### src/rtl/fcl_queue.sv
// small first-in first-out queue of words
module fcl_queue #(
  parameter int unsigned WIDTH = 8,
  parameter int unsigned DEPTH = 4
) (
  input  logic             clk_i,
  input  logic             rst_ni,
  input  logic             push_i,
  input  logic [WIDTH-1:0] wdata_i,
  output logic             full_o,
  input  logic             pop_i,
  output logic [WIDTH-1:0] rdata_o,
  output logic             empty_o
);
  localparam int unsigned PW = (DEPTH > 1) ? $clog2(DEPTH) : 1;

  logic [WIDTH-1:0] mem_q [DEPTH];
  logic [PW-1:0]    wp_q, wp_d, rp_q, rp_d;
  logic [PW:0]      cnt_q, cnt_d;
  logic             do_push, do_pop;

  assign full_o  = (cnt_q == (PW+1)'(DEPTH));
  assign empty_o = (cnt_q == '0);
  assign do_push = push_i && !full_o;
  assign do_pop  = pop_i && !empty_o;
  assign rdata_o = mem_q[rp_q];

  always_comb begin
    wp_d  = wp_q;
    rp_d  = rp_q;
    cnt_d = cnt_q;
    if (do_push) begin
      wp_d = (wp_q == PW'(DEPTH-1)) ? '0 : wp_q + 1'b1;
    end
    if (do_pop) begin
      rp_d = (rp_q == PW'(DEPTH-1)) ? '0 : rp_q + 1'b1;
    end
    if (do_push && !do_pop) begin
      cnt_d = cnt_q + 1'b1;
    end else if (do_pop && !do_push) begin
      cnt_d = cnt_q - 1'b1;
    end
  end

  always_ff @(posedge clk_i or negedge rst_ni) begin
    if (!rst_ni) begin
      wp_q  <= '0;
      rp_q  <= '0;
      cnt_q <= '0;
    end else begin
      wp_q  <= wp_d;
      rp_q  <= rp_d;
      cnt_q <= cnt_d;
    end
  end

  always_ff @(posedge clk_i) begin
    if (do_push) begin
      mem_q[wp_q] <= wdata_i;
    end
  end

endmodule

### config.mk
export PLATFORM = sky130hd
export DESIGN_NAME = fcl_queue
export DESIGN_NICKNAME = d
export VERILOG_FILES = /design/src/rtl/fcl_queue.sv
export SDC_FILE = /design/constraint.sdc
export NUM_CORES = 1
export LEC_CHECK = 0
export BUFFER_PORTS_ARGS = -buffer_cell sky130_fd_sc_hd__buf_2
export CAP_MARGIN = 20
export CORE_MARGIN = 2
export CORE_UTILIZATION = 45
export CTS_CLUSTER_SIZE = 10
export DETAILED_ROUTE_END_ITERATION = 16
export HOLD_SLACK_MARGIN = 0.1
export MAX_ROUTING_LAYER = met4
export PLACE_DENSITY = 0.63
export SYNTH_ARGS = -nofsm -noshare
export SYNTH_HDL_FRONTEND = slang
export SYNTH_SLANG_ARGS = --single-unit
### constraint.sdc
create_clock -name clk_i -period 2.5 [get_ports clk_i]
set_input_delay 0.625 -clock clk_i [delete_from_list [all_inputs] [get_ports clk_i]]
set_output_delay 0.625 -clock clk_i [all_outputs]
set_load 0.05 [all_outputs]
==> results.ini <==
[critical_path]
crit_chain=mux4_2 -> buf_2
worstPathMaxFanout=11
max_stage_delay_ps=590
cp.required_ps=1880
crit_slowest_cell=dfrtp_2
path_class=reg -> out
end_kind=output port
critPathLaunchType=flop
crit_arrival_ps=1700

[floorplanning]
initial_core_util=0.478
rows=21
die_area_um2=4100
ioPinCount=22
die_x_um=64.0
core_um2=3390
fp.dieH_um=64.0

[sta]
finalHoldViolCount=0
tightest_slew_ps=432
layout_min_cycle_time_ps=2330
fin_crit_sh=0.931
slew_headroom=0.712
rsz0062_at_grt=no
fmax_mhz=430
finalSetupViolCount=0
setup_tns_ps=0
drv_slew=0
finClkSkew_ps=6.03
whs_ps=493

[drt]
first_pass_iters=6
routedWlPerCell_um=15.2
vias_per_cell=5.05
drt-initial-drc-count=39
routed_wirelength_um=2310
num_vias=768
post-route-drc-count=0
postRouteAntennaNets=0

[cts]
cts_max_level=2
cts_tree=yes
numCtsBuffers=5
cts_setup_buffers=0
cts_buffer_depth=2
insertion_delay_ps=330
numClockSinks=39
path_clk_slew_ps=120
cts.root.buffer_cell=clkbuf_4

[global_route]
first_global_vias=822
grt_overflow_total=0
grt_pass1_wl_um=3880
grt_usage=0.138
grt_max_degree=14
antenna_found_initial=0

[yosys]
ys_seq_area_frac=0.701
ys_top_cells_by_area=edfxtp_1 (59%), mux4_2 (11%), dfrtp_1 (11%)
synth_seq_cells=39
synth_top_area_share=0.593
synth_cells=79
syn_avg_cell_area_um2=20.5
netlist_area_um2=1620
yosysWarnings=0
syn_nets=98
synth_top_area_cell=edfxtp_1
synth_cell_types=19

[power_and_ir_drop]
power_density_nw_per_um2=1300
vdd_drop_max_uv=529
p_leak_uw=0.000703

[layout]
drive_gt1_frac=0.481
syn2layout_area_growth_pct=14.8
n_antenna_cell=0
nFillCells=271
most-common-layout-cells=edfxtp_1 (32), buf_2 (21), mux4_2 (8)
ff_latch_area_um2=1140
multiInputGateArea_um2=458
layout.nets=124
final_common_cell=edfxtp_1

[placement]
io_buffers=21
gp_congestion=0.700
dp_hpwl_um=1590

[worst_hold_path]
hp-class=in -> reg

[job]
drv_cap=0

[status]
status=finished, final reports clean

## Yosys cell counts, drive strengths merged
cell and instances:
and2 4, buf 3, dfrtp 7, edfxtp 32, fa 1, ha 6, inv 3, mux2 5
mux4 8, nand2b 1, nor2 3, nor2b 1, nor3 1, nor3b 1, xnor2 1, xor2 2
## power by group
group	internal (uW)	total, uW	switching, uW
registers	880	1040	160
logic	382	967	585
clock network	210	414	203
## area by class of cell
class,instances,share of cell area
Sequential cell,39,0.611
Clock inverter,3,0.0235
Multi-Input combinational cell,34,0.246
Timing Repair Buffer,22,0.0619
Tap cell,46,0.0309
Inverter,3,0.00605
Clock buffer,5,0.0202
## logic make-up (layout without fill, tap and decap cells)
family,after synthesis,count (layout),share of synthesized area
XOR/XNOR,3,3,0.0162
flip-flops,39,39,0.701
AND/OR/NAND/NOR,11,11,0.0541
adder cells (fa/ha/maj),7,7,0.0587
multiplexers,13,13,0.151
buffers and inverters,6,33,0.0193
## what timing repair did
action                                  4_1_cts  5_1_grt
hold endpoints to repair                      1        0
endpoints found under the setup margin        8        0
gates resized for setup                       1        0
hold buffers                                  1        0
## critical path: cells and delay by family (launching register included)
family / cells / cell delay, ps
DFF: 1 / 590
muxes: 1 / 560
buffers and inverters: 1 / 230
## sequential cells by signal, indices dropped and copies added (netlist names)
name   flops
mem_q     32
wp_q       2
cnt_q      3
rp_q       2
## path summary, 6_finish.rpt
path                       depth (start not counted)        from           to  slack [ps]
setup / recovery                                   2     rp_q[0]   rdata_o[6]         170
hold / removal                                     1  wdata_i[0]  mem_q[1][0]         490
setup reg to reg                                   8    cnt_q[2]     cnt_q[2]         410
hold reg to reg                                    1    cnt_q[2]     cnt_q[2]         530
max in group asynchronous                          2      rst_ni      rp_q[0]        1690
min in group asynchronous                          2      rst_ni     cnt_q[2]         640
## per-stage QoR
step	cells	setup WS (ps)	utilization	power, uW	area [um2]
detailed placement	143	300	0.522	2040	1770
global route	152	94.6	0.549	2570	1860
global placement	143	329	0.522	2020	1770
finish	152	172	0.549	2420	1860
floorplan	79	17.8	-	1840	1630
CTS	152	132	0.549	2460	1860
## per-layer routing
metal / up-vias / GRT usage / wire length, um
li1: 350 / - / -
met1: 394 / 0.169 / 955
met2: 20 / 0.215 / 1200
met3: 4 / 0.0352 / 119
met4: 0 / 0.0652 / 34
met5: - / - / 0
(Power assumes the default switching activity.)
